[src/hdl/adsr_pkg.sv]
// ----------------------------------------------------------------------------
// adsr_pkg
// Types and constants shared by the ADSR envelope gain block and its checker.
// ----------------------------------------------------------------------------
`timescale 1ns / 1ps
`default_nettype none

package adsr_pkg;

	localparam int SAMPLE_BITS  = 24;
	localparam int WORD_BITS    = 24;
	localparam int MUL_A_BITS   = (SAMPLE_BITS > WORD_BITS) ? SAMPLE_BITS : WORD_BITS;
	localparam int MUL_P_BITS   = MUL_A_BITS + WORD_BITS;
	localparam int CFG_IDX_BITS = 3;

	localparam logic [WORD_BITS-1:0] GAIN_ONE  = 24'd8388608;
	localparam logic [WORD_BITS-1:0] REM_FULL  = 24'hFFFFFF;
	localparam logic [WORD_BITS-1:0] COUNT_MAX = 24'hFFFFFF;

	typedef enum logic [2:0] {
		PH_IDLE    = 3'd0,
		PH_ATTACK  = 3'd1,
		PH_DECAY   = 3'd2,
		PH_SUSTAIN = 3'd3,
		PH_RELEASE = 3'd4
	} phase_t;

	typedef enum logic [1:0] {
		CMD_SAMPLE   = 2'd0,
		CMD_GATE_ON  = 2'd1,
		CMD_GATE_OFF = 2'd2
	} cmd_t;

	typedef enum logic [CFG_IDX_BITS-1:0] {
		REG_ATTACK_COEF    = 3'd0,
		REG_DECAY_COEF     = 3'd1,
		REG_RELEASE_COEF   = 3'd2,
		REG_SUSTAIN_LEVEL  = 3'd3,
		REG_ATTACK_LENGTH  = 3'd4,
		REG_DECAY_LENGTH   = 3'd5,
		REG_RELEASE_LENGTH = 3'd6
	} cfg_reg_t;

	typedef enum logic [2:0] {
		ST_READY  = 3'd0,
		ST_REM    = 3'd1,
		ST_GAIN   = 3'd2,
		ST_SCALE  = 3'd3,
		ST_FINISH = 3'd4
	} seq_state_t;

endpackage

`default_nettype wire

[src/hdl/adsr_envelope_gain.sv]
// ----------------------------------------------------------------------------
// adsr_envelope_gain
// Exponential ADSR envelope applied to a mono sample stream.
// ----------------------------------------------------------------------------
// Each input item is a sample, a gate-on or a gate-off, and each gives one
// result item. One item is worked on at a time, through a single shared
// multiplier of SAMPLE_BITS by 24 bits: a sample in attack, decay or release
// goes through remainder update, gain, scaling and result before the next
// acceptance, a sample in idle or sustain through scaling and result only,
// and a gate or unused command through the result alone. A finished result
// waits in the output register while the next item is taken; the block stalls
// only when that register is still full as the following result is ready.
`timescale 1ns / 1ps
`default_nettype none

module adsr_envelope_gain (
	input  logic                                   clk,
	input  logic                                   arst_n,
	input  logic                                   in_valid,
	output logic                                   in_ready,
	input  logic [1:0]                             command,
	input  logic signed [adsr_pkg::SAMPLE_BITS-1:0] sample_in,
	output logic                                   out_valid,
	input  logic                                   out_ready,
	output logic signed [adsr_pkg::SAMPLE_BITS-1:0] sample_out,
	output logic [adsr_pkg::WORD_BITS-1:0]          gain_out,
	output logic [2:0]                             phase_out,
	input  logic                                   cfg_we,
	input  logic [adsr_pkg::CFG_IDX_BITS-1:0]       cfg_index,
	input  logic [adsr_pkg::WORD_BITS-1:0]          cfg_data
);

	localparam int SB = adsr_pkg::SAMPLE_BITS;
	localparam int WB = adsr_pkg::WORD_BITS;
	localparam int AB = adsr_pkg::MUL_A_BITS;
	localparam int PB = adsr_pkg::MUL_P_BITS;
	localparam int SCB = PB - (WB - 1);

	logic [WB-1:0] attack_coef_q, decay_coef_q, release_coef_q, sustain_level_q;
	logic [WB-1:0] attack_length_q, decay_length_q, release_length_q;

	adsr_pkg::seq_state_t state_q, state_d;
	adsr_pkg::phase_t     phase_q;
	adsr_pkg::phase_t     next_phase;
	adsr_pkg::cmd_t       in_cmd;

	logic [WB-1:0] count_q, rem_q, offset_q, gain_q;
	logic [SB-1:0] sample_q, sout_q, sample_out_q;
	logic [WB-1:0] gain_out_q;
	logic [2:0]    phase_out_q;
	logic          out_valid_q;

	logic          accept, out_free;
	logic [WB-1:0] sus, g0, dec_diff, coef;
	logic          dec_neg, sample_neg;
	logic [SB-1:0] sample_mag;
	logic [AB-1:0] mul_a;
	logic [WB-1:0] mul_b;
	logic [PB-1:0] mul_p, rnd_const, mul_rnd;
	logic [WB-1:0] rnd24;
	logic [WB:0]   rem_inc;
	logic [WB-1:0] att_gain, dec_gain, gain_new;
	logic signed [WB+1:0] dec_sum;
	logic          phase_exit;
	logic [SCB-1:0] sc_p, sc_lim;
	logic [SB-1:0]  sc_mag, sc_out;

	assign in_ready   = (state_q == adsr_pkg::ST_READY);
	assign accept     = in_valid && in_ready;
	assign out_free   = !out_valid_q || out_ready;
	assign in_cmd     = adsr_pkg::cmd_t'(command);
	assign out_valid  = out_valid_q;
	assign sample_out = sample_out_q;
	assign gain_out   = gain_out_q;
	assign phase_out  = phase_out_q;

	always_ff @(posedge clk or negedge arst_n) begin
		if (!arst_n) begin
			attack_coef_q    <= 24'd16773120;
			decay_coef_q     <= 24'd16773120;
			release_coef_q   <= 24'd16773120;
			sustain_level_q  <= 24'd4194304;
			attack_length_q  <= 24'd20000;
			decay_length_q   <= 24'd20000;
			release_length_q <= 24'd20000;
		end else if (cfg_we) begin
			case (adsr_pkg::cfg_reg_t'(cfg_index))
				adsr_pkg::REG_ATTACK_COEF:    attack_coef_q    <= cfg_data;
				adsr_pkg::REG_DECAY_COEF:     decay_coef_q     <= cfg_data;
				adsr_pkg::REG_RELEASE_COEF:   release_coef_q   <= cfg_data;
				adsr_pkg::REG_SUSTAIN_LEVEL:  sustain_level_q  <= cfg_data;
				adsr_pkg::REG_ATTACK_LENGTH:  attack_length_q  <= cfg_data;
				adsr_pkg::REG_DECAY_LENGTH:   decay_length_q   <= cfg_data;
				adsr_pkg::REG_RELEASE_LENGTH: release_length_q <= cfg_data;
				default: ;
			endcase
		end
	end

	always_ff @(posedge clk or negedge arst_n) begin
		if (!arst_n) begin
			state_q <= adsr_pkg::ST_READY;
		end else begin
			state_q <= state_d;
		end
	end

	always_comb begin
		state_d = state_q;
		case (state_q)
			adsr_pkg::ST_READY: begin
				if (accept) begin
					case (in_cmd)
						adsr_pkg::CMD_SAMPLE: begin
							if (phase_q == adsr_pkg::PH_ATTACK || phase_q == adsr_pkg::PH_DECAY
								|| phase_q == adsr_pkg::PH_RELEASE) begin
								state_d = adsr_pkg::ST_REM;
							end else begin
								state_d = adsr_pkg::ST_SCALE;
							end
						end
						default: state_d = adsr_pkg::ST_FINISH;
					endcase
				end
			end
			adsr_pkg::ST_REM:   state_d = adsr_pkg::ST_GAIN;
			adsr_pkg::ST_GAIN:  state_d = adsr_pkg::ST_SCALE;
			adsr_pkg::ST_SCALE: state_d = adsr_pkg::ST_FINISH;
			adsr_pkg::ST_FINISH: begin
				if (out_free) begin
					state_d = adsr_pkg::ST_READY;
				end
			end
			default: state_d = adsr_pkg::ST_READY;
		endcase
	end

	// Operand selection for the shared multiplier and the arithmetic around it.
	always_comb begin
		sus        = (sustain_level_q > adsr_pkg::GAIN_ONE) ? adsr_pkg::GAIN_ONE : sustain_level_q;
		g0         = (offset_q > adsr_pkg::GAIN_ONE) ? adsr_pkg::GAIN_ONE : offset_q;
		dec_neg    = (offset_q < sus);
		dec_diff   = dec_neg ? (sus - offset_q) : (offset_q - sus);
		sample_neg = sample_q[SB-1];
		sample_mag = sample_neg ? (~sample_q + SB'(1)) : sample_q;

		case (phase_q)
			adsr_pkg::PH_ATTACK: coef = attack_coef_q;
			adsr_pkg::PH_DECAY:  coef = decay_coef_q;
			default:             coef = release_coef_q;
		endcase

		case (state_q)
			adsr_pkg::ST_REM: begin
				mul_a = AB'(rem_q);
				mul_b = coef;
			end
			adsr_pkg::ST_GAIN: begin
				mul_a = (phase_q == adsr_pkg::PH_DECAY) ? AB'(dec_diff) : AB'(g0);
				mul_b = rem_q;
			end
			adsr_pkg::ST_SCALE: begin
				mul_a = AB'(sample_mag);
				mul_b = gain_q;
			end
			default: begin
				mul_a = '0;
				mul_b = '0;
			end
		endcase

		mul_p     = PB'(mul_a) * PB'(mul_b);
		rnd_const = (state_q == adsr_pkg::ST_SCALE) ? (PB'(1) << (WB - 2)) : (PB'(1) << (WB - 1));
		mul_rnd   = mul_p + rnd_const;
		rnd24     = mul_rnd[2*WB-1:WB];

		rem_inc  = {1'b0, rem_q} + (WB+1)'(1);
		att_gain = adsr_pkg::GAIN_ONE - rem_inc[WB:1];

		if (dec_neg) begin
			dec_sum = $signed({2'b00, sus}) - $signed({2'b00, rnd24});
		end else begin
			dec_sum = $signed({2'b00, sus}) + $signed({2'b00, rnd24});
		end
		if (dec_sum < 0) begin
			dec_gain = '0;
		end else if (dec_sum > $signed({2'b00, adsr_pkg::GAIN_ONE})) begin
			dec_gain = adsr_pkg::GAIN_ONE;
		end else begin
			dec_gain = dec_sum[WB-1:0];
		end

		case (phase_q)
			adsr_pkg::PH_ATTACK: begin
				gain_new   = att_gain;
				phase_exit = (count_q >= attack_length_q);
				next_phase = adsr_pkg::PH_DECAY;
			end
			adsr_pkg::PH_DECAY: begin
				gain_new   = dec_gain;
				phase_exit = (count_q >= decay_length_q) || (dec_gain < sus);
				next_phase = adsr_pkg::PH_SUSTAIN;
			end
			adsr_pkg::PH_RELEASE: begin
				gain_new   = rnd24;
				phase_exit = (count_q >= release_length_q);
				next_phase = adsr_pkg::PH_IDLE;
			end
			default: begin
				gain_new   = gain_q;
				phase_exit = 1'b0;
				next_phase = phase_q;
			end
		endcase

		sc_p   = mul_rnd[PB-1:WB-1];
		sc_lim = sample_neg ? (SCB'(1) << (SB - 1)) : ((SCB'(1) << (SB - 1)) - SCB'(1));
		sc_mag = (sc_p > sc_lim) ? sc_lim[SB-1:0] : sc_p[SB-1:0];
		sc_out = sample_neg ? (~sc_mag + SB'(1)) : sc_mag;
	end

	always_ff @(posedge clk or negedge arst_n) begin
		if (!arst_n) begin
			phase_q  <= adsr_pkg::PH_IDLE;
			count_q  <= '0;
			rem_q    <= adsr_pkg::REM_FULL;
			offset_q <= '0;
			gain_q   <= '0;
		end else begin
			case (state_q)
				adsr_pkg::ST_READY: begin
					if (accept) begin
						case (in_cmd)
							adsr_pkg::CMD_GATE_ON: begin
								count_q  <= '0;
								rem_q    <= adsr_pkg::REM_FULL;
								offset_q <= gain_q;
								phase_q  <= adsr_pkg::PH_ATTACK;
							end
							adsr_pkg::CMD_GATE_OFF: begin
								count_q  <= '0;
								rem_q    <= adsr_pkg::REM_FULL;
								offset_q <= gain_q;
								phase_q  <= adsr_pkg::PH_RELEASE;
							end
							adsr_pkg::CMD_SAMPLE: begin
								if (phase_q == adsr_pkg::PH_IDLE) begin
									gain_q <= '0;
								end else if (phase_q != adsr_pkg::PH_SUSTAIN
									&& count_q != adsr_pkg::COUNT_MAX) begin
									count_q <= count_q + WB'(1);
								end
							end
							default: ;
						endcase
					end
				end
				adsr_pkg::ST_REM: rem_q <= rnd24;
				adsr_pkg::ST_GAIN: begin
					if (phase_exit) begin
						count_q  <= '0;
						rem_q    <= adsr_pkg::REM_FULL;
						offset_q <= gain_new;
						phase_q  <= next_phase;
						gain_q   <= (next_phase == adsr_pkg::PH_IDLE) ? '0 : gain_new;
					end else begin
						gain_q <= gain_new;
					end
				end
				default: ;
			endcase
		end
	end

	always_ff @(posedge clk or negedge arst_n) begin
		if (!arst_n) begin
			out_valid_q <= 1'b0;
		end else if (state_q == adsr_pkg::ST_FINISH && out_free) begin
			out_valid_q <= 1'b1;
		end else if (out_ready) begin
			out_valid_q <= 1'b0;
		end
	end

	always_ff @(posedge clk) begin
		if (accept) begin
			sample_q <= sample_in;
			sout_q   <= '0;
		end else if (state_q == adsr_pkg::ST_SCALE) begin
			sout_q <= sc_out;
		end
		if (state_q == adsr_pkg::ST_FINISH && out_free) begin
			sample_out_q <= sout_q;
			gain_out_q   <= gain_q;
			phase_out_q  <= phase_q;
		end
	end

endmodule

`default_nettype wire

[config.mk]
export PLATFORM = sky130hd
export DESIGN_NAME = adsr_envelope_gain
export DESIGN_NICKNAME = d
export VERILOG_FILES = /design/src/hdl/adsr_pkg.sv /design/src/hdl/adsr_envelope_gain.sv
export SDC_FILE = /design/constraint.sdc
export NUM_CORES = 2
export LEC_CHECK = 0
export BUFFER_PORTS_ARGS = -buffer_cell sky130_fd_sc_hd__buf_2
export CELL_PAD_IN_SITES_DETAIL_PLACEMENT = 1
export CELL_PAD_IN_SITES_GLOBAL_PLACEMENT = 1
export CORE_ASPECT_RATIO = 1.4
export CORE_MARGIN = 2
export CORE_UTILIZATION = 35
export CTS_CLUSTER_DIAMETER = 150
export DETAILED_ROUTE_END_ITERATION = 8
export HOLD_SLACK_MARGIN = 0.08
export PLACE_DENSITY = 0.64
export SYNTH_ARGS = -nofsm -noshare
export SYNTH_HDL_FRONTEND = slang
export SYNTH_SLANG_ARGS = --single-unit
[constraint.sdc]
create_clock -name clk -period 21.3 [get_ports clk]
set_input_delay 1.065 -clock clk [delete_from_list [all_inputs] [get_ports clk]]
set_output_delay 1.065 -clock clk [all_outputs]
set_load 0.05 [all_outputs]
; After elaboration in Yosys (flattened, before gate mapping)
; Index checks and enable logic that the tools add are counted.
[op_classes]
n_bitwise = 2
add_sub_neg = 10
multipliers = 1
n_eq_ne = 27
reduce_logical = 30
order_cmp = 10
n_mux = 49
[ops]
columns = operator, count
row1 = $mux 24, 26
row2 = $pmux 24 s3, 4
row3 = $pmux 24 s2, 5
row4 = $add 24x1->24 const B, 3
row5 = $ge 24x24->1, 3
row6 = $add 48x24->48, 1
row7 = $gt 24x24->1 const B, 2
row8 = $lt 24x24->1, 2
row9 = $mul 24x24->48, 1
row10 = $not 24->24, 2
row11 = $sub 24x24->24, 2
row12 = $gt 26x25->1 const B, 1
row13 = $lt 26x1->1 const B, 1
row14 = $mux 26, 1
row15 = $add 24x1->25 const B, 1
row16 = $add 24x24->25, 1
row17 = $gt 25x24->1, 1
row18 = $sub 24x24->25, 1
row19 = $ne 24x24->1 const B, 1
row20 = $sub 24x24->24 const A, 1
row21 = $reduce_and 2->1, 8
row22 = $reduce_and 4->1, 4
row23 = $eq 3x2->1 const B, 5
row24 = $eq 3x3->1 const B, 5
row25 = other kinds (24), 47
[word_totals]
inputBits = 58
output_inout_bits = 53
regBits = 370

; Logic depth before layout (Yosys ltp)
[logic_depth]
ltp_word = 18
mapped_depth = 79
ltp_nobuf = 72

; Least setup slack after synthesis
; Ideal clock, no wire load.
[synth_path]
path_kind = flip-flop to flip-flop
from = reg sustain_level_q[11]
to = reg count_q[14]
path_stages_with_launch = 74
arrival_ps = 17194
n_path_buf = 7
synth_period_minus_slack_ps = 17329
setup_slack_ps = 3971
setup_time_ps = 135
cell_sequence = dfrtp_1 > nor4_1 > nand4_1 > o21ai_0 > clkbuf_1 > nand2_1 > inv_1 > ha_1 > buf_4 > nand4_1 > or2_2 > a2111oi_1 > o21ai_1 > nand2_1 > buf_2 > mux2_2 > o21ai_0 > nand3_1 > (+38 left out) > buf_6 > clkbuf_1 > nor2_1 > ha_1 > a21o_1 > a21o_1 > a21o_1 > a21o_1 > a21oi_1 > o211ai_1 > a21oi_1 > a21oi_1 > a211oi_1 > a21oi_1 > or2_2 > a31oi_1 > buf_2 > a31oi_1
[synth_between]
elab_chain_cells = 18
elab_cells_between_ends = 22
classes_between = add/sub: 5 / mul: 1 / order compare: 5 / eq/ne: 1 / mux: 8 / reduce/logical: 2
[synth_rtl]
columns = element, line
row1 = start: declaration, adsr_envelope_gain.sv:39  ; logic [WB-1:0] attack_coef_q, decay_coef_q, release_coef_q, sustain_level_q;
row2 = start signal: assignment, adsr_envelope_gain.sv:91  ; adsr_pkg::REG_SUSTAIN_LEVEL: sustain_level_q <= cfg_data;
row3 = $gt 24x24->1, adsr_envelope_gain.sv:140  ; sus = (sustain_level_q > adsr_pkg::GAIN_ONE) ? adsr_pkg::GAIN_ONE : sustain_level_q;
row4 = $mux 24 *, adsr_envelope_gain.sv:140
row5 = $sub 24x24->24 / $lt 24x24->1 (equally long branches), "adsr_envelope_gain.sv:143, adsr_envelope_gain.sv:142"
row6 = $mux 24, adsr_envelope_gain.sv:143  ; dec_diff = dec_neg ? (sus - offset_q) : (offset_q - sus);
row7 = $mux 24, adsr_envelope_gain.sv:159  ; mul_a = (phase_q == adsr_pkg::PH_DECAY) ? AB'(dec_diff) : AB'(g0);
row8 = $pmux 24 s3, adsr_envelope_gain.sv:153  ; case (state_q)
row9 = $mul 24x24->48, adsr_envelope_gain.sv:172  ; mul_p = PB'(mul_a) * PB'(mul_b);
row10 = $add 48x24->48, adsr_envelope_gain.sv:174  ; mul_rnd = mul_p + rnd_const;
row11 = (+2 left out), --
row12 = $gt 26x25->1, adsr_envelope_gain.sv:187  ; end else if (dec_sum > $signed({2'b00, adsr_pkg::GAIN_ONE})) begin
row13 = $mux 24, adsr_envelope_gain.sv:187
row14 = $mux 24, adsr_envelope_gain.sv:185  ; if (dec_sum < 0) begin
row15 = $lt 24x24->1 *, adsr_envelope_gain.sv:201  ; phase_exit = (count_q >= decay_length_q) || (dec_gain < sus);
row16 = $logic_or 1x1->1 *, adsr_envelope_gain.sv:201
row17 = $pmux 1 s3 *, adsr_envelope_gain.sv:193  ; case (phase_q)
row18 = $ne 2x2->1 (no line) *, --
row19 = $reduce_and 6->1 (no line) *, --
row20 = end signal: assignment, adsr_envelope_gain.sv:251  ; count_q <= count_q + WB'(1);
row21 = end: declaration, adsr_envelope_gain.sv:47  ; logic [WB-1:0] count_q, rem_q, offset_q, gain_q;
; Mark *: on every way between the ends. The rest lies on a longest branch, timed or not.
; A chain may end at the register's enable or synchronous reset.

; Worst setup path after layout
[layout_path]
from = reg sustain_level_q[11]
to = reg offset_q[20]
[layout_between]
elab_chain_cells = 18
elab_cells_between_ends = 25
classes_between = add/sub: 5 / mul: 1 / order compare: 5 / eq/ne: 1 / mux: 11 / reduce/logical: 2
[layout_rtl]
columns = element, line
row1 = $gt 24x24->1, adsr_envelope_gain.sv:140
row2 = $mux 24 *, adsr_envelope_gain.sv:140
row3 = $sub 24x24->24 / $lt 24x24->1 (equally long branches), "adsr_envelope_gain.sv:143, adsr_envelope_gain.sv:142"
row4 = $mux 24, adsr_envelope_gain.sv:143
row5 = $mux 24, adsr_envelope_gain.sv:159
row6 = $pmux 24 s3, adsr_envelope_gain.sv:153
row7 = $mul 24x24->48, adsr_envelope_gain.sv:172
row8 = $add 48x24->48, adsr_envelope_gain.sv:174
row9 = (+2 left out), --
row10 = $gt 26x25->1, adsr_envelope_gain.sv:187
row11 = $mux 24, adsr_envelope_gain.sv:187
row12 = $mux 24, adsr_envelope_gain.sv:185
row13 = $lt 24x24->1, adsr_envelope_gain.sv:201
row14 = $logic_or 1x1->1, adsr_envelope_gain.sv:201
row15 = $pmux 1 s3, adsr_envelope_gain.sv:193
row16 = $ne 2x2->1 (no line), --
row17 = $reduce_and 4->1 (no line), --
row18 = end signal: assignment, adsr_envelope_gain.sv:237  ; offset_q <= gain_q;
row19 = end signal: assignment, adsr_envelope_gain.sv:243  ; offset_q <= gain_q;
row20 = end signal: assignment, adsr_envelope_gain.sv:263  ; offset_q <= gain_new;
row21 = end: declaration, adsr_envelope_gain.sv:47
; Mark *: on every way between the ends. The rest lies on a longest branch, timed or not. The select of a mux whose other input is x is not followed.

==> impl_metrics.py <==
metrics = {
    "critical_path": {
        "critPathSlowestCell": "nor2_2",
        "end_kind": "flop",
        "cp.required_ns": 21.82,
        "r2r_cells": 68,
        "cp_num_buf_inv": 10,
        "critPathLaunchType": "flop",
        "crit_path_max_fanout": 24,
        "worst_ep_arrival_time_ns": 21.00,
        "slowest_delay_ns": 0.80,
        "path_delay_family": "compound AO/OA/AOI/OAI gates",
        "cp.depth": 68,
        "critPathKind": "reg -> reg",
    },
    "synthesis": {
        "synth_fp_nets": 6295,
        "syn_avg_cell_area_um2": 8.75,
        "synth_area_um2": 46700,
        "ys_async_sr_fraction": 0.732,
        "netlist_instances": 5339,
        "ys_seq_area_frac": 0.206,
        "yosys_register_bits": 370,
        "synth_edf_count": 75,
        "synthDistinctLibCells": 116,
        "ys_warn_count": 0,
        "synth_flop_cell": "dfrtp_1",
    },
    "place": {
        "post-place-ws_ns": 0.325,
        "dp_hpwl_mm": 168,
        "place.gp.congestion": 1.01,
        "placed_cells": 7067,
        "port_buffers": 110,
    },
    "detailed_routing": {
        "ant_nets": 0,
        "vias_per_cell": 5.77,
        "first_pass_iters": 6,
        "route.detailed.drc": 0,
        "drt_iter0_markers": 3050,
        "wl_mm": 209,
        "via_count": 41300,
        "wire_per_inst_um": 29.2,
    },
    "sta": {
        "hold_violations": 0,
        "slew_violations": 0,
        "fmax_ghz": 0.0488,
        "min_period_over_period": 0.961,
        "tns_ns": 0,
        "finalCriticalPeriod_ns": 20.48,
        "worst_slack_ns": 0.822,
        "setup_viol": 0,
        "slew_headroom": 0.0169,
        "tightestPinTransition_ns": 1.47,
        "clock-skew-final_ns": 0.0430,
    },
    "cells_and_area": {
        "instances_no_fill": 7154,
        "drive_above_1_share": 0.123,
        "nFillCells": 15500,
        "final_common_cell": "inv_1",
        "nets": 6311,
        "layout_common_cells": "789 x inv_1, 690 x nand2_1, 487 x fa_1, 411 x ha_1, 290 x a21oi_1",
        "synthToLayoutAreaGrowth_pct": 9.35,
        "final_util": 0.386,
    },
    "cts": {
        "cts_root_buffer": "clkbuf_16",
        "cts_buffers": 44,
        "cts_tree": "built",
        "htreeDepth": 2,
        "ctsHoldBuffers": 0,
        "clkSlewWorstSetupHoldPaths_ns": 0.06,
        "insertion_delay_ns": 0.69,
        "ctsLongestPathBuffers": 3,
        "cts_sinks": 370,
    },
    "min_path": {
        "whs_path_depth": 0,
        "min_path_type": "reg -> reg",
    },
    "floorplan": {
        "start_util": 0.353,
        "die_area_um2": 136000,
        "fp.dieH_um": 436,
        "num_rows": 158,
        "die_x_um": 313,
        "ios": 111,
        "core-area_um2": 132000,
    },
    "outcome": {
        "outcome": "finished clean",
    },
    "grt": {
        "grt_pass1_vias": 44200,
        "antenna_found_initial": 9,
        "track_usage": 0.303,
        "grt_pass1_wl_mm": 303,
        "grt_overflow": 0,
        "grt_max_degree": 123,
    },
    "job": {
        "maxCapViolations": 0,
    },
}
==> Yosys cell counts (47+ instances only) <==
master	count	area, µm²
a31oi_1	62	388
a21oi_1	293	1470
dfstp_2	76	2000
xnor2_1	68	596
edfxtp_1	75	2250
mux2_2	157	1770
nor2_1	254	953
nand2_1	690	2590
nand3_1	60	300
a21o_1	80	601
fa_1	487	9750
clkbuf_1	227	852
o22ai_1	61	382
nand4_1	47	294
and2_1	150	938
o21ai_0	204	1020
dfrtp_1	195	4880
ha_1	411	5140
nor3_1	85	425
inv_1	790	2970
==> cell type report <==
| class | count | area, µm² | share of cell area |
|---|---|---|---|
| Tap cell | 1760 | 2200 | 0.0431 |
| Antenna cell | 3 | 7.51 | 0.000147 |
| Clock inverter | 26 | 267 | 0.00522 |
| Multi-Input combinational cell | 3900 | 33300 | 0.651 |
| Sequential cell | 370 | 9610 | 0.188 |
| Inverter | 796 | 2990 | 0.0585 |
| Clock buffer | 56 | 1210 | 0.0236 |
| Timing Repair Buffer | 243 | 1560 | 0.0305 |
==> path summary, 6_finish.rpt <==
path	start	end	slack, ns
max	sustain_level_q[11]	offset_q[20]	0.82
min	sout_q[17]	sample_out[17]	0.44
max reg2reg	sustain_level_q[11]	offset_q[20]	0.82
min reg2reg	sout_q[17]	sample_out[17]	0.44
max in group asynchronous	arst_n	gain_q[16]	19.13
min in group asynchronous	arst_n	attack_length_q[20]	0.51
==> routing by layer <==
| metal | part of all wire | vias up | wire, µm | global-route usage |
|---|---|---|---|---|
| met2 | 0.50 | 1298 | 104000 | 0.529 |
| met5 | 0.000072 | - | 15 | 0 |
| met4 | 0.080 | 2 | 16600 | 0.205 |
| met3 | 0.047 | 509 | 9900 | 0.0395 |
| li1 | - | 18000 | - | - |
| met1 | 0.38 | 21400 | 78500 | 0.344 |
==> through the flow <==
stage	hold WS (ns)	cell area (µm²)
detailed placement	0.421	49600
global route	0.447	51100
finish	0.436	51100
floorplan	0.403	46700
global placement	0.416	49600
CTS	0.437	51000
==> state kept, by name (all words and copies together) (netlist names), named ones only <==
register and flops:
attack_coef_q 24, state_q 3, phase_out 3, out_valid 1, attack_length_q 24, gain_out 24, gain_q 24, rem_q 24
count_q 24, release_length_q 24, decay_length_q 24, sustain_level_q 24, decay_coef_q 24, release_coef_q 24, sample_q 24, offset_q 24
sout_q 24, sample_out 24, phase_q 2
==> timing repair <==
| item | CTS | global route |
|---|---|---|
| resized for setup | 0 | 7 |
| buffers inserted | 0 | 1 |
| endpoints found under the setup margin | 0 | 75 |
==> cells by family (layout without fill, tap and decap cells) <==
| family | Yosys count | count (layout) | share of synthesized area |
|---|---|---|---|
| and+or+nand+nor | 1544 | 1544 | 0.156 |
| other | 0 | 3 | 0 |
| muxes | 199 | 199 | 0.0468 |
| xor gates and xnor gates | 107 | 107 | 0.0204 |
| AOI/OAI and AO/OA | 1152 | 1152 | 0.165 |
| adders and majority gates | 898 | 898 | 0.319 |
| DFF | 370 | 370 | 0.206 |
| buffers and inverters | 1069 | 1121 | 0.0871 |
Power is left out: the tool's default activity adds up to more than one toggle a clock period on the data nets, which glitch-free logic cannot reach.
